File: src/rtl/core/tpe_pkg.sv
// shared types, constants and tables of the trivariate polynomial evaluator
package tpe_pkg;

  // default polynomial order and fixed field widths
  localparam int ORDER_DEF = 3;
  localparam int EXP_W     = 3;   // holds exponents up to the largest supported order
  localparam int IDX_W     = 7;   // holds term numbers up to the largest supported order
  localparam int R_W       = 4;   // result slot number
  localparam int NRES      = 10;  // value, gradient, six hessian entries
  localparam int D_W       = 48;  // Q32.16 datapath word
  localparam int PT_W      = 24;  // Q8.16 coordinate
  localparam int CF_W      = 32;  // Q16.16 coefficient

  localparam logic signed [D_W-1:0] ONE_Q16 = 48'sd65536;
  localparam logic signed [D_W-1:0] RES_MAX = {1'b0, {(D_W-1){1'b1}}};
  localparam logic signed [D_W-1:0] RES_MIN = {1'b1, {(D_W-1){1'b0}}};

  // coordinate numbers
  localparam logic [1:0] V_X = 2'd0;
  localparam logic [1:0] V_Z = 2'd2;

  // derivative order per result slot and coordinate
  localparam logic [1:0] DERIV_ORD [NRES][3] = '{
    '{2'd0, 2'd0, 2'd0}, '{2'd1, 2'd0, 2'd0}, '{2'd0, 2'd1, 2'd0}, '{2'd0, 2'd0, 2'd1},
    '{2'd2, 2'd0, 2'd0}, '{2'd1, 2'd1, 2'd0}, '{2'd1, 2'd0, 2'd1}, '{2'd0, 2'd2, 2'd0},
    '{2'd0, 2'd1, 2'd1}, '{2'd0, 2'd0, 2'd2}
  };

  // controller states
  typedef enum logic [3:0] {
    S_IDLE, S_POW_GO, S_POW_WAIT, S_FACT, S_M1_GO, S_M1_WAIT,
    S_M2_GO, S_M2_WAIT, S_M3_GO, S_M3_WAIT, S_ACC, S_DONE
  } state_t;

  // multiplier operand selection
  typedef enum logic [1:0] {MS_POW, MS_COEF, MS_Y, MS_Z} mul_src_t;

  // command word from controller to datapath
  typedef struct packed {
    logic             write_en;
    logic             load_pt;
    logic             mul_start;
    mul_src_t         mul_src;
    logic             fact_en;
    logic             acc_en;
    logic [1:0]       v;
    logic [EXP_W-1:0] k;
    logic [EXP_W-1:0] a;
    logic [EXP_W-1:0] b;
    logic [EXP_W-1:0] c;
    logic [IDX_W-1:0] n;
    logic [R_W-1:0]   r;
  } dp_cmd_t;

endpackage

File: src/rtl/core/tpe_ctrl.sv
// sequencer: powers, then per term and result slot factor, three products, accumulate
module tpe_ctrl #(
  parameter int ORDER = tpe_pkg::ORDER_DEF
) (
  input  logic             clk,
  input  logic             rst_n,
  input  logic             start,
  input  logic             in_op,
  input  logic             mul_done,
  output tpe_pkg::dp_cmd_t cmd,
  output logic             busy,
  output logic             out_strobe
);

  localparam logic [tpe_pkg::EXP_W-1:0] ORD = tpe_pkg::EXP_W'(ORDER);
  localparam logic [tpe_pkg::R_W-1:0]   LAST_R = tpe_pkg::R_W'(tpe_pkg::NRES - 1);

  tpe_pkg::state_t state_r, state_nxt;
  logic [1:0]                v_r, v_nxt;
  logic [tpe_pkg::EXP_W-1:0] k_r, k_nxt, a_r, a_nxt, b_r, b_nxt, c_r, c_nxt;
  logic [tpe_pkg::IDX_W-1:0] n_r, n_nxt;
  logic [tpe_pkg::R_W-1:0]   r_r, r_nxt;
  logic                      last_term;

  assign last_term = (a_r == '0) && (b_r == '0) && (c_r == '0);

  // next state and loop indices
  always_comb begin
    state_nxt = state_r;
    v_nxt = v_r;
    k_nxt = k_r;
    a_nxt = a_r;
    b_nxt = b_r;
    c_nxt = c_r;
    n_nxt = n_r;
    r_nxt = r_r;
    unique case (state_r)
      tpe_pkg::S_IDLE: begin
        if (start && in_op) begin
          v_nxt = tpe_pkg::V_X;
          k_nxt = tpe_pkg::EXP_W'(1);
          a_nxt = ORD;
          b_nxt = '0;
          c_nxt = '0;
          n_nxt = '0;
          r_nxt = '0;
          state_nxt = (ORDER > 0) ? tpe_pkg::S_POW_GO : tpe_pkg::S_FACT;
        end
      end
      tpe_pkg::S_POW_GO:  state_nxt = tpe_pkg::S_POW_WAIT;
      tpe_pkg::S_POW_WAIT: begin
        if (mul_done) begin
          if (k_r == ORD) begin
            k_nxt = tpe_pkg::EXP_W'(1);
            if (v_r == tpe_pkg::V_Z) begin
              state_nxt = tpe_pkg::S_FACT;
            end else begin
              v_nxt = v_r + 2'd1;
              state_nxt = tpe_pkg::S_POW_GO;
            end
          end else begin
            k_nxt = k_r + tpe_pkg::EXP_W'(1);
            state_nxt = tpe_pkg::S_POW_GO;
          end
        end
      end
      tpe_pkg::S_FACT:    state_nxt = tpe_pkg::S_M1_GO;
      tpe_pkg::S_M1_GO:   state_nxt = tpe_pkg::S_M1_WAIT;
      tpe_pkg::S_M1_WAIT: if (mul_done) state_nxt = tpe_pkg::S_M2_GO;
      tpe_pkg::S_M2_GO:   state_nxt = tpe_pkg::S_M2_WAIT;
      tpe_pkg::S_M2_WAIT: if (mul_done) state_nxt = tpe_pkg::S_M3_GO;
      tpe_pkg::S_M3_GO:   state_nxt = tpe_pkg::S_M3_WAIT;
      tpe_pkg::S_M3_WAIT: if (mul_done) state_nxt = tpe_pkg::S_ACC;
      tpe_pkg::S_ACC: begin
        if (r_r == LAST_R) begin
          r_nxt = '0;
          if (last_term) begin
            state_nxt = tpe_pkg::S_DONE;
          end else begin
            // step to the next exponent triple in builder order
            n_nxt = n_r + tpe_pkg::IDX_W'(1);
            if (c_r != '0) begin
              c_nxt = c_r - tpe_pkg::EXP_W'(1);
            end else if (b_r != '0) begin
              b_nxt = b_r - tpe_pkg::EXP_W'(1);
              c_nxt = ORD - a_r - b_r + tpe_pkg::EXP_W'(1);
            end else begin
              a_nxt = a_r - tpe_pkg::EXP_W'(1);
              b_nxt = ORD - a_r + tpe_pkg::EXP_W'(1);
              c_nxt = '0;
            end
            state_nxt = tpe_pkg::S_FACT;
          end
        end else begin
          r_nxt = r_r + tpe_pkg::R_W'(1);
          state_nxt = tpe_pkg::S_FACT;
        end
      end
      tpe_pkg::S_DONE:    state_nxt = tpe_pkg::S_IDLE;
      default:            state_nxt = tpe_pkg::S_IDLE;
    endcase
  end

  always_ff @(posedge clk) begin
    if (!rst_n) begin
      state_r <= tpe_pkg::S_IDLE;
      v_r <= '0;
      k_r <= '0;
      a_r <= '0;
      b_r <= '0;
      c_r <= '0;
      n_r <= '0;
      r_r <= '0;
    end else begin
      state_r <= state_nxt;
      v_r <= v_nxt;
      k_r <= k_nxt;
      a_r <= a_nxt;
      b_r <= b_nxt;
      c_r <= c_nxt;
      n_r <= n_nxt;
      r_r <= r_nxt;
    end
  end

  // commands and status
  always_comb begin
    cmd = '0;
    cmd.v = v_r;
    cmd.k = k_r;
    cmd.a = a_r;
    cmd.b = b_r;
    cmd.c = c_r;
    cmd.n = n_r;
    cmd.r = r_r;
    cmd.mul_src = tpe_pkg::MS_POW;
    busy = 1'b1;
    out_strobe = 1'b0;
    unique case (state_r)
      tpe_pkg::S_IDLE: begin
        busy = 1'b0;
        cmd.write_en = start && !in_op;
        cmd.load_pt  = start && in_op;
      end
      tpe_pkg::S_POW_GO:   cmd.mul_start = 1'b1;
      tpe_pkg::S_POW_WAIT: cmd.mul_src = tpe_pkg::MS_POW;
      tpe_pkg::S_FACT:     cmd.fact_en = 1'b1;
      tpe_pkg::S_M1_GO: begin
        cmd.mul_src = tpe_pkg::MS_COEF;
        cmd.mul_start = 1'b1;
      end
      tpe_pkg::S_M1_WAIT:  cmd.mul_src = tpe_pkg::MS_COEF;
      tpe_pkg::S_M2_GO: begin
        cmd.mul_src = tpe_pkg::MS_Y;
        cmd.mul_start = 1'b1;
      end
      tpe_pkg::S_M2_WAIT:  cmd.mul_src = tpe_pkg::MS_Y;
      tpe_pkg::S_M3_GO: begin
        cmd.mul_src = tpe_pkg::MS_Z;
        cmd.mul_start = 1'b1;
      end
      tpe_pkg::S_M3_WAIT:  cmd.mul_src = tpe_pkg::MS_Z;
      tpe_pkg::S_ACC:      cmd.acc_en = 1'b1;
      tpe_pkg::S_DONE:     out_strobe = 1'b1;
      default:             busy = 1'b1;
    endcase
  end

endmodule

File: config.mk
export PLATFORM = sky130hd
export DESIGN_NAME = tpe_ctrl
export DESIGN_NICKNAME = d
export VERILOG_FILES = /design/src/rtl/core/tpe_pkg.sv /design/src/rtl/core/tpe_ctrl.sv
export SDC_FILE = /design/constraint.sdc
export NUM_CORES = 1
export LEC_CHECK = 0
export BUFFER_PORTS_ARGS = -buffer_cell sky130_fd_sc_hd__clkbuf_2
export CAP_MARGIN = 20
export CORE_AREA = 4 4 68 70
export CTS_CLUSTER_SIZE = 24
export DETAILED_ROUTE_END_ITERATION = 8
export DIE_AREA = 0 0 72 74
export PLACE_DENSITY = 0.74
export SYNTH_ARGS = -nofsm -noshare
export SYNTH_HDL_FRONTEND = slang
export SYNTH_SLANG_ARGS = --single-unit
export TNS_END_PERCENT = 50
File: constraint.sdc
create_clock -name clk -period 2.1 [get_ports clk]
set_input_delay 0.21 -clock clk [delete_from_list [all_inputs] [get_ports clk]]
set_output_delay 0.21 -clock clk [all_outputs]
set_load 0.01 [all_outputs]
* Word level (Yosys, flattened, before mapping) *
Index checks and enable logic that the tools add are counted.

word-level totals
  bits in registers = 29
  input bits = 5
  output and inout port bits = 34
  word-level logic and storage cells = 118

operators by class
  add/subtract/negate cells = 11
  equality and inequality tests = 25
  multiplexer cells = 50
  reduce and logical (&&, ||, !) cells = 24

operators with widths
  kind                   number
  $mux W3                17
  $pmux W4 S11           1
  $mux W4                10
  $pmux W3 S2            4
  $ne A2 B2 Y1 const B   11
  $mux W7                3
  $eq A4 B4 Y1 const B   5
  $eq A4 B3 Y1 const B   4
  $reduce_and A5 Y1      3
  $pmux W7 S2            1
  $mux W2                6
  $add A3 B1 Y3 const B  3
  $logic_not A3 Y1       3
  $sub A3 B1 Y3 const B  3
  $eq A4 B2 Y1 const B   2
  $pmux W4 S2            1
  $add A7 B1 Y7 const B  1
  $pmux W2 S3            1
  $reduce_and A6 Y1      1
  $reduce_bool A3 Y1     2
  $reduce_or A2 Y1       3
  $mux W1                5
  $add A4 B1 Y4 const B  1
  $eq A4 B1 Y1 const B   1
  other kinds (14)       18

* Depth between registers and ports, before layout *
Gate-level depths: netlist of the first run.

  depth in word-level cells = 8
  depth in mapped cells = 9
  depth with buffers taken out = 7

* Least setup slack after synthesis of the first run *
Ideal clock, no wire load.

  path type = reg2reg
  start = register c_r[0] in the netlist's numbering
  end = register n_r[5] in the netlist's numbering
  setup time = 71 ps
  arrival time = 1956 ps
  slack = 73 ps
  stages on the path, launching flop included = 9
  buffers on the path = 1
  cell sequence = dfxtp_1 -> inv_1 -> ha_1 -> ha_1 -> clkbuf_1 -> and4b_1 -> o21a_1 -> or4_1 -> a21oi_1

on the way
  word-level cells in the longest chain between the ends = 4

RTL lines
  what                                line             RTL
  from (decl)                         tpe_ctrl.sv:20   logic [tpe_pkg::EXP_W-1:0] k_r, k_nxt, a_r, a_nxt, b_r, b_nxt, c_r, c_nxt;
  from (signal assigned)              tpe_ctrl.sv:120  c_r <= c_nxt;
  $logic_not A3 Y1                    tpe_ctrl.sv:25   assign last_term = (a_r == '0) && (b_r == '0) && (c_r == '0);
  $logic_and A1 B1 Y1                 tpe_ctrl.sv:25
  $ne A2 B2 Y1 (no source line)       --
  $reduce_and A4 Y1 (no source line)  --
  to (signal assigned)                tpe_ctrl.sv:121  n_r <= n_nxt;
  to (decl)                           tpe_ctrl.sv:21   logic [tpe_pkg::IDX_W-1:0] n_r, n_nxt;

Every way passes these cells.
A chain may end at the register's enable or synchronous reset.

* Worst setup path in the final report of the first run *
  start = register c_r[0] in the netlist's numbering
  end = register n_r[3] in the netlist's numbering

The elaborated chain is that of the path after synthesis.

==> results of run 1 <==
[where the power goes]
| group | internal, µW | switching (µW) |
|---|---|---|
| Clock | 386 | 216 |
| Combinational | 132 | 171 |
| Sequential | 570 | 31.6 |
[final cells by class]
cell class | count | area (µm²)
clock buffer | 7 | 86.3
clock inverter | 1 | 30.0
fill | 375 | 1620
inverter | 19 | 71.3
multi-input combinational | 171 | 1210
sequential | 29 | 583
tap | 50 | 62.6
timing repair buffer | 53 | 303
[what timing repair did]
item | CTS | global route
setup buffers | 0 | 0
endpoints found under the setup margin | 4 | 4
hold endpoints to repair | 0 | 0
hold buffers | 0 | 0
gates resized for setup | 1 | 3
[through the flow]
step | hold WS, ps | setup WS [ps] | setup TNS [ps]
2_1_floorplan | 332 | 72.9 | 0
3_3_place_gp | 460 | 81.0 | 0
3_5_place_dp | 472 | -5.73 | -8.60
4_1_cts | 275 | 56.4 | 0
5_1_grt | 278 | 8.87 | 0
6_report | 278 | 127 | 0
[cell families after synthesis]
logic type                 Yosys count
AOI/OAI and AO/OA                   72
xor gates and xnor gates             1
DFF                                 29
and+or+nand+nor                     80
muxes                                3
buffers and inverters               32
adders and majority gates           15
[sequential cells by signal, indices dropped and copies added, names as in the netlist]
name	count
b_r	3
v_r	2
n_r	7
c_r	3
k_r	3
state_r	4
a_r	3
r_r	4
[per-layer routing]
| layer | up-vias | wire (µm) | part of all wire, % |
|---|---|---|---|
| met5 | - | 0 | 0 |
| met4 | 0 | 74 | 1.5 |
| met3 | 9 | 221 | 4.6 |
| met2 | 45 | 2210 | 46 |
| met1 | 892 | 2300 | 48 |
| li1 | 970 | - | - |
[placed cells by master, fill, tap and decap left out, drive strengths merged, types with 2 or more instances in the layout]
| cell | instances |
|---|---|
| o2111ai | 2 |
| nand3b | 5 |
| o211ai | 2 |
| nand2 | 16 |
| and2 | 3 |
| nand2b | 3 |
| ha | 15 |
| o21ai | 11 |
| clkbuf | 45 |
| or4 | 6 |
| a2111o | 2 |
| mux2i | 2 |
| nand4 | 5 |
| a31oi | 4 |
| nor4 | 2 |
| or3 | 2 |
| nor2 | 13 |
| buf | 15 |
| and3b | 2 |
| o31a | 2 |
| a21oi | 24 |
| o22ai | 2 |
| a221oi | 2 |
| nor3 | 6 |
| dfxtp | 29 |
| o311ai | 2 |
| inv | 19 |
| a211o | 2 |
| o31ai | 6 |
| o21a | 2 |
| nand4bb | 2 |
| a211oi | 3 |
| nand3 | 7 |
[worst paths after layout]
path                        from                   to  slack, ps  cells after the start
max          c_r[0]$_SDFFE_PN0P_  n_r[3]$_SDFFE_PN0P_        130                      7
min                        rst_n  a_r[1]$_SDFFE_PN0P_        280                      2
max reg2reg  c_r[0]$_SDFFE_PN0P_  n_r[3]$_SDFFE_PN0P_        130                      7
min reg2reg  a_r[0]$_SDFFE_PN0P_  a_r[0]$_SDFFE_PN0P_        460                      1
==> summary by stage, run 1 <==
Status
The run finished with clean final reports.

Routing
Summed over all layers, the routed wires come to 4810 µm. In the final routed layout, each cell accounts on average for 14.6 µm. After detailed routing, the number of vias per cell comes to 5.81. The count of vias placed by the detailed router is 1,916.

The number of detailed-route iterations in the first pass is 4. In the routed design, unresolved DRC markers number 0. The violation count after the first detailed-route iteration is 110. The count of antenna-violating nets left after detailed routing is 0.

Global routing
After global routing the overflow that remains totals 0. In the global route stage, met1 resource usage came out at 24.8%. Entering global routing, the biggest net connects 17 pins.

met2 is the most crowded layer. The first global-routing pass estimated 7870 µm of wire. The initial antenna violation count is 0. The global routing usage summed across all routing layers is 18.5%. For met3 alone, demand over resource in global routing was 5.00%. The via count of the first global-routing pass is 1,727. In the global route stage, met2 resource usage came out at 28.4%.

Clock tree
TritonCTS created 5 clock buffers. The count of H-tree levels built during CTS is 2. TritonCTS built the clock tree. No sink is reached through more buffers than the 2 on the longest clock path. The cell at the root of the clock tree is sky130_fd_sc_hd__clkbuf_8.

The clock network latency to the later pin of the worst-skew pair is 280 ps. After clock tree synthesis, the clock-pin slew on the worst setup and hold paths is 70 ps. The number of sinks on the clock net is 29.

Critical path
The category of the most critical setup path is reg -> reg. The buffer and inverter count on the worst path is 1. The required time reported for the critical path endpoint is 2310 ps. Along the worst path, the maximum fanout reaches 16. Traced cell by cell, the critical path runs through inv_1 > ha_1 > ha_1 > and4b_1 > o21a_4 > or4_1 > a21oi_1. For the worst setup path, the data arrival time is 2190 ps.

The slowest cell on the critical path is sky130_fd_sc_hd__or4_1. The cell seen most often among critical-path stages is sky130_fd_sc_hd__ha_1. The kind of cell with the highest combined delay along the critical path is simple AND/OR/NAND/NOR gates. The element type at the critical path start is a register.

The endpoint class of the critical path is a register. In this design, the stage delay of the slowest critical-path cell is 470 ps.

Timing
Derived from the worst setup path, the maximum achievable clock frequency is 507 MHz. Setup repair after global routing left no endpoint under its margin. The total count of hold-check failures in the final report was 0.

The max-slew headroom at the worst pin is 63.3%. The worst clock skew on the final layout is 7.76 ps. The number of pins with negative max-slew slack in the final report is 0.

Of the available clock period, the critical path in the final layout requires 94.0%. Setup violations remaining at the end of the flow were counted as 0. The routed design could run at a clock period as short as 1970 ps. At the pin with the least slew margin, the transition time is 550 ps.

Yosys
Multiplexer cells account for 1.62% of the synthesized area. The synthesized netlist devotes 25.2% of its cell area to simple gates. After synthesis, the largest family of logic cells by area is simple AND/OR/NAND/NOR gates.

The fraction of registers with async set or reset after synthesis is 0%. Yosys attributes the largest share of cell area to sky130_fd_sc_hd__dfxtp_1 (30%), sky130_fd_sc_hd__ha_1 (9.7%), sky130_fd_sc_hd__a21oi_1 (6.2%). Yosys mapped a number of flops with a built-in enable equal to 0.

Yosys printed 0 warnings. The synthesized netlist devotes 24.7% of its cell area to compound gates. The post-synthesis cell type count is 52. The instance count of the mapped netlist is 232. In this run the cell area of the synthesized design comes to 0.00193 mm². Of the total synthesized cell area, the portion taken by full adders, half adders and majority gates is 9.71%. By count the netlist is led by sky130_fd_sc_hd__dfxtp_1 (29), sky130_fd_sc_hd__a21oi_1 (24), sky130_fd_sc_hd__inv_1 (19). The most common cell in the netlist is sky130_fd_sc_hd__dfxtp_1. Summing the sequential cell areas from Yosys gives 30.0% of the chip area. For this run, the leading register cell type out of synthesis is sky130_fd_sc_hd__dfxtp_1. Counting flops and latches in the post-synthesis netlist gives 29. The synthesized design spends more area on one cell type than any other, namely sky130_fd_sc_hd__dfxtp_1. The average cell area after synthesis is 8.33 µm².

When the netlist entered floorplanning its net count stood at 252. The post-synthesis share of cell area spent on xor and xnor gates is 1.17%. The portion of synthesized cell area occupied by the leading cell type is 30.0%.

Pwr
VDD sags by at most 343 µV. The power density over the cells is 641 mW/mm². Power comes to 1510 µW. For this design the static power due to leakage is 0.000961 µW.

Place
The placed instance area is 0.00222 mm². The half-perimeter wire length after detailed placement is 3470 µm. The number of buffer cells added on primary ports is 38.

Routability-driven placement finished with a final weighted congestion of 0.832. Once placement completed, the tool counted placed cells totaling 322.

Final layout
In the final layout, the share of cells above drive strength 1 is 23.9%. The summed area of non-filler cells in the final layout is 0.00235 mm². The final cell utilization of the core is 59.2%.

The number of diodes added for antenna fixing is 0. The post-layout net count is 299. The finished layout holds 330 standard cells, fillers aside. The synthesis-to-layout area growth is 21.6%.

Flow run
The max-cap violation count is 0.

Die
The vertical extent of the die is 74 µm. The initial core utilization is 48.7%. Pin placement for this block handled 39 I/O pins. The die area is 0.00533 mm².

Measured along the x axis, the die boundary spans 72 µm. The floorplan core area is 0.00397 mm². The standard-cell row count is 23.

Hold path
The min-delay analysis places its worst path in the category in -> reg.
Power figures use the tool's default switching activity.
==> run 2, diff against run 1 <==
- CTS_BUF_LIST: default -> sky130_fd_sc_hd__clkbuf_16
==> run 2 against run 1 <==
Compared with the run above: routed wire length increased by 2.4%; combinational power is essentially flat; clock-buffer cell count down 2; sequential share of layout area decreased by 0.48 points; worst setup slack worse by 13 ps; via count grew 1.1%; clock skew shrank 0.66 ps; core utilization up 1.2 points; global-route usage is 0.63 points higher.
==> summary by stage, run 2 (synthesis results as in run 1) <==
Status
The run finished with clean final reports.

Global routing
The total overflow reported by the global router is 0 (unchanged). The initial antenna violation count is 0 (unchanged). The global routing usage summed across all routing layers is 19.1% (+0.63 points).

The largest net degree at the start of global routing was 17 (unchanged). The first-pass GRT wire length is 8100 µm (+2.9%). The via count of the first global-routing pass is 1,751 (+1.4%).

Die
The horizontal die dimension is 72 µm (unchanged). The count of pins on the block boundary is 39 (unchanged). The initial core utilization is 48.7% (unchanged). The die area came to 0.00533 mm² (unchanged). The standard-cell row count is 23 (unchanged).

The floorplan core area was 0.00397 mm² (unchanged). The vertical extent of the die is 74 µm (unchanged).

Final layout
The area used by sequential logic in the layout came to 583 µm² (unchanged). The post-layout net count is 299 (unchanged). Leaving out fill and tap cells, the most frequent cell in the layout is sky130_fd_sc_hd__clkbuf_2.

The largest registers in the layout are n_r x7, r_r x4, state_r x4. The share of final-layout standard cells stronger than drive strength 1 is 23.6% (-0.36 points). The register with the most flip-flops is n_r. The library cells used most frequently in the layout, excluding fill and tap cells, are sky130_fd_sc_hd__clkbuf_2 (38), sky130_fd_sc_hd__dfxtp_1 (27), sky130_fd_sc_hd__a21oi_1 (24), sky130_fd_sc_hd__inv_1 (20), sky130_fd_sc_hd__nand2_1 (16).

The area of the multi-input gates is 0.00121 mm² (unchanged). The number of inserted filler cells in the final layout is 364 (-2.9%). The number of diodes added for antenna fixing is 0 (unchanged). Relative to the synthesized area, the layout overhead comes to 23.9%.

The final cell utilization of the core is 60.3% (+1.2 points). The flip-flop count of the largest register after layout is 7 (unchanged).

Routing
The final wirelength was 4930 µm (+2.4%). The count of antenna-violating nets left after detailed routing was 0 (unchanged). The violation count after the first detailed-route iteration was 123 (+12%). The count of vias placed by the detailed router was 1,937 (+1.1%). The post-detailed-route via-to-cell ratio is 5.87 (+1.1%). The number of detailed-route iterations in the first pass came to 4 (unchanged). The DRC violations left is 0 (unchanged). The per-cell routed wire length is 14.9 µm (+2.4%).

Timing
The worst hold slack is 297 ps (+19.0 ps). The worst clock skew on the final layout is 7.10 ps (-0.663 ps). The timing-limited maximum frequency came to 503 MHz (-0.67%). The minimum clock period after layout came to 1990 ps (+13.4 ps). The final critical-path share of the clock period is 94.6% (+0.64 points).

Setup repair after global routing left no endpoint under its margin. The worst setup slack after layout is 113 ps (-13.4 ps). The count of endpoints failing setup in the final report is 0 (unchanged).

The max-slew headroom at the worst pin is 63.4% (+0.15 points). The slew at the pin with the worst max-slew slack came to 548 ps (-2.27 ps). The total count of hold-check failures in the final report is 0 (unchanged). The number of pins with negative max-slew slack in the final report is 0 (unchanged).

Pwr
The portion of total power attributed to combinational logic was 17.9% (-2.2 points). The peak ir drop on the vdd network was 462 µV (+35%). The relative contribution of sequential cells to total power came to 35.5% (-4.4 points). The leakage power is 0.000985 µW (+2.5%). The switching share of total power is 26.1% (-1.6 points). The post-route total power was 1690 µW (+13%).

The clock network power share is 46.5% (+6.5 points). The switching power is 443 µW (+5.9%). The internal power consumption was 1250 µW (+15%). The power density over the cells is 707 mW/mm² (+10%).

Critical path
The worst stage delay on the critical path came to 470 ps (about the same). The worst setup path is launched from a register. The endpoint class of the critical path is a register. The cell seen most often among critical-path stages is sky130_fd_sc_hd__ha_1. The data arrival time of the critical path came to 2190 ps (about the same). The critical path in this run is classified as reg -> reg. The worst-path maximum fanout is 16 (unchanged). The critical path goes through inv_1 > ha_1 > ha_1 > and4b_1 > o21a_4 > or4_1 > a21oi_1. The origin of the worst setup path is c_r[0]$_SDFFE_PN0P_. The origin of the critical flop-to-flop path is c_r[0]$_SDFFE_PN0P_. The slack of the worst reg-to-reg path was 110 ps (about the same). The slowest cell on the critical path is sky130_fd_sc_hd__or4_1. The required time reported for the critical path endpoint is 2300 ps (about the same).

The endpoint identified for the worst register-to-register timing path is n_r[4]$_SDFFE_PN0P_. The cell depth of the worst flop-to-flop path was 7 (unchanged).

Clock tree
The number of sinks on the clock net is 29 (unchanged). The cell at the root of the clock tree is sky130_fd_sc_hd__clkbuf_16. The count of H-tree levels built during CTS is 2 (unchanged). TritonCTS built the clock tree.

The number of clock buffers inserted by TritonCTS was 5 (unchanged). The clock network latency to the later pin of the worst-skew pair is 270 ps (about the same). The maximum count of clock buffers along a single path is 2 (unchanged). The clock slew at the register clock pins of the worst setup and hold paths was 50 ps (-20 ps).

Hold path
The terminating pin of the worst hold path is a_r[1]$_SDFFE_PN0P_. The number of cells on the worst hold path is 2 (unchanged). The class of the tightest hold or removal check is in -> reg. The worst hold path begins at rst_n.

Place
The worst slack at placement came to -5.73 ps (unchanged). The final weighted congestion in routability-driven placement is 0.832 (unchanged). The half-perimeter wire length after detailed placement is 3470 µm (unchanged).

The number of buffer cells added on primary ports was 38 (unchanged).

Flow run
The max-cap violation count came to 0 (unchanged).
==> run 2: metal layers <==
metal | up-vias | track usage, % | routed length [µm]
li1 | 972 | - | -
met2 | 45 | 31.2 | 2330
met4 | 0 | 8.35 | 94
met3 | 11 | 4.05 | 196
met1 | 909 | 24.5 | 2310
met5 | - | 0 | 0
==> run 2: power groups by stage <==
stage               clock [µW]  combinational (µW)  sequential, µW
floorplan                    0                 199             606
global placement             0                 296             609
detailed placement           0                 299             611
CTS                        802                 303             601
global route               824                 339             607
finish                     788                 304             602
==> run 2: cell type report <==
type / instances / share of cell area [%]
multi-input cells: 171 / 50.7
flip-flops and latches: 29 / 24.3
repair buffers: 53 / 12.6
clock buffers: 5 / 5.22
inverters: 19 / 2.98
well taps: 50 / 2.61
clock inverters: 3 / 1.57
==> run 2: worst max path at each step <==
stage,endpoint,slack (ps)
3_3_place_gp,n_r[3]$_SDFFE_PN0P_,80
3_5_place_dp,n_r[4]$_SDFFE_PN0P_,-6
5_1_grt,n_r[3]$_SDFFE_PN0P_,10
2_1_floorplan,n_r[5]$_SDFFE_PN0P_,70
6_report,n_r[4]$_SDFFE_PN0P_,110
4_1_cts,n_r[4]$_SDFFE_PN0P_,40
==> run 2: what timing repair did <==
action / 4_1_cts / 5_1_grt
buffers inserted: 0 / 0
resized for setup: 1 / 3
pin swaps: 0 / 0
endpoints found under the setup margin: 4 / 5
hold buffers: 0 / 0
==> run 2: critical path, delay by kind of cell (launching register included) <==
kind | cells | cell delay (ps)
compound gates | 2 | 410
fa+ha+maj | 2 | 380
buf+inv | 1 | 60
flops | 1 | 360
simple gates | 2 | 710
==> run 2: stage by stage <==
stage	cells	instance area, µm²	setup TNS, ps
after CTS	330	2390	0
after floorplan	232	1930	0
after detailed placement	322	2220	-8.60
after global placement	322	2220	0
final	330	2400	0
after global routing	330	2400	0
==> run 3, diff against run 2 <==
- BUFFER_PORTS_ARGS: -buffer_cell sky130_fd_sc_hd__clkbuf_2 -> default
- DONT_BUFFER_PORTS: default -> 1
- PLACE_DENSITY: 0.74 -> 0.65
==> run 3 against run 2 <==
Compared with the run above: non-clock buffer count shrank 27; clock power shrank 14%; sequential share of layout area grew 1.3 points; clock-buffer cell count is the same; critical path type unchanged.
==> summary by stage, run 3 (synthesis results as in run 1) <==
Status
The run finished with clean final reports.

Final layout
The post-layout net count is 272 (-9.0%). The largest registers in the layout are n_r x7, r_r x4, state_r x4. The share of final-layout standard cells stronger than drive strength 1 is 16.2% (-7.4 points). The final cell utilization of the core is 57.2% (-3.1 points). The summed area of non-filler cells in the final layout is 0.00227 mm² (-5.2%). Ranked by flip-flop count, first place goes to n_r. The synthesis-to-layout area growth is 17.5%. The number of diodes added for antenna fixing is 0 (unchanged).

The number of inserted filler cells in the final layout is 358 (-1.6%). The flip-flop count of the largest register after layout is 7 (unchanged). The library cell used most frequently in the layout, excluding fill and tap cells, is sky130_fd_sc_hd__dfxtp_1.

The top cell types in the final layout, fill and taps aside, are sky130_fd_sc_hd__dfxtp_1 (28), sky130_fd_sc_hd__buf_4 (26), sky130_fd_sc_hd__a21oi_1 (24), sky130_fd_sc_hd__inv_1 (19), sky130_fd_sc_hd__nand2_1 (16).

Place
The worst slack at placement is 76.7 ps (+82.4 ps). The final weighted congestion in routability-driven placement was 0.812 (-2.4%). The number of buffer cells added on primary ports is 0 (-100%). The placed instance area is 0.00211 mm² (-5.2%). The half-perimeter wire length after detailed placement is 3450 µm (-0.59%).

Pwr
The power density over the cells is 689 mW/mm² (-2.5%). The peak ir drop on the vdd network is 379 µV (-18%). The post-route total power came to 1570 µW (-7.6%).

The leakage power is 0.000859 µW (-13%).

Die
The floorplan core area is 0.00397 mm² (unchanged). The horizontal die dimension is 72 µm (unchanged). The initial core utilization is 48.7% (unchanged).

The count of pins on the block boundary is 39 (unchanged). The standard-cell row count is 23 (unchanged). The die area is 0.00533 mm² (unchanged).

The vertical extent of the die is 74 µm (unchanged).

Hold path
The class of the tightest hold or removal check is in -> reg.

Routing
The count of antenna-violating nets left after detailed routing came to 0 (unchanged). The per-cell routed wire length came to 15.6 µm (+4.3%). The number of detailed-route iterations in the first pass is 4 (unchanged). The count of vias placed by the detailed router was 1,789 (-7.6%). The post-detailed-route via-to-cell ratio came to 5.90 (+0.59%).

The final wirelength is 4720 µm (-4.2%). The DRC violations left is 0 (unchanged). The violation count after the first detailed-route iteration is 75 (-39%).

Timing
The worst setup slack after layout is 149 ps (+35.2 ps). The setup total negative slack was 0 ps (unchanged). The max-slew headroom at the worst pin came to 62.9% (-0.50 points).

The worst clock skew on the final layout was 4.01 ps (-3.09 ps). The total count of hold-check failures in the final report is 0 (unchanged). The count of endpoints failing setup in the final report is 0 (unchanged). Setup repair after global routing left no endpoint under its margin.

The slew at the pin with the worst max-slew slack is 555 ps (+7.51 ps). The number of pins with negative max-slew slack in the final report was 0 (unchanged). The final critical-path share of the clock period is 92.9% (-1.7 points). The minimum clock period after layout is 1950 ps (-35.2 ps).

The timing-limited maximum frequency came to 512 MHz (+1.8%).

Clock tree
The maximum count of clock buffers along a single path came to 2 (unchanged). CTS placed an instance of sky130_fd_sc_hd__clkbuf_16 at the clock tree root. The number of sinks on the clock net was 29 (unchanged). TritonCTS built the clock tree. The cts-stage hold buffer count is 0 (unchanged).

The count of H-tree levels built during CTS is 2 (unchanged). The number of clock buffers inserted by TritonCTS came to 5 (unchanged). The clock network latency to the later pin of the worst-skew pair is 270 ps (about the same).

The clock slew at the register clock pins of the worst setup and hold paths is 50 ps (about the same).

Global routing
The initial antenna violation count is 0 (unchanged). The global routing usage summed across all routing layers is 18.4% (-0.69 points). The first-pass GRT wire length came to 7830 µm (-3.3%).

The total overflow reported by the global router is 0 (unchanged). The via count of the first global-routing pass is 1,685 (-3.8%). The largest net degree at the start of global routing was 17 (unchanged).

Critical path
By startpoint and endpoint, the worst setup path is classified as reg -> reg. The endpoint class of the critical path is a register. STA classifies the critical path startpoint as a register. The required time reported for the critical path endpoint is 2280 ps (-20 ps). The data arrival time of the critical path is 2130 ps (-60 ps). The worst-path maximum fanout was 13 (-3).

Flow run
The max-cap violation count is 0 (unchanged).
==> run 3: final cells by class <==
class	count	area [µm²]	area share, %
multi-input cells	171	1220	53.6
flip-flops and latches	29	582	25.6
repair buffers	26	195	8.59
clock buffers	5	125	5.51
inverters	19	71.3	3.14
well taps	50	62.6	2.75
clock inverters	3	17.5	0.771
==> run 3: critical path, stage by stage, from the launching register on <==
cell and delay [ps]:
sky130_fd_sc_hd__dfxtp_1 440, sky130_fd_sc_hd__or4b_2 800, sky130_fd_sc_hd__nor2_1 300, sky130_fd_sc_hd__nor3_1 80
sky130_fd_sc_hd__a311oi_1 250
==> run 3: routing by layer <==
layer / vias up / routed length (µm) / track usage [%]
met5: - / 0 / 0
met4: 0 / 30 / 5.85
met3: 4 / 293 / 6.89
met2: 38 / 2180 / 29.2
met1: 832 / 2210 / 23.3
li1: 915 / - / -
==> run 3: worst paths after layout <==
check | from | endpoint | slack [ps] | depth (start not counted)
max | state_r[3]$_SDFFE_PN0P_ | k_r[0]$_SDFFE_PN0P_ | 150 | 4
min | rst_n | state_r[3]$_SDFFE_PN0P_ | 60 | 1
max reg2reg | state_r[3]$_SDFFE_PN0P_ | k_r[0]$_SDFFE_PN0P_ | 150 | 4
min reg2reg | n_r[6]$_SDFFE_PN0P_ | n_r[6]$_SDFFE_PN0P_ | 520 | 2
==> run 3: repair_timing <==
action / CTS / global route
hold endpoints to repair: 0 / 0
buffers inserted: 0 / 1
endpoints found under the setup margin: 0 / 6
resized for setup: 0 / 4
==> run 3: per-stage QoR <==
stage / hold WS, ps / cells
finish: 63.1 / 303
global route: 64.8 / 303
CTS: 56.9 / 302
detailed placement: 336 / 294
global placement: 336 / 294
floorplan: 332 / 232
==> run 3: power by group <==
group | internal (µW) | switching [µW]
clock network | 433 | 246
registers | 570 | 31.1
logic | 124 | 162
total | 1130 | 439
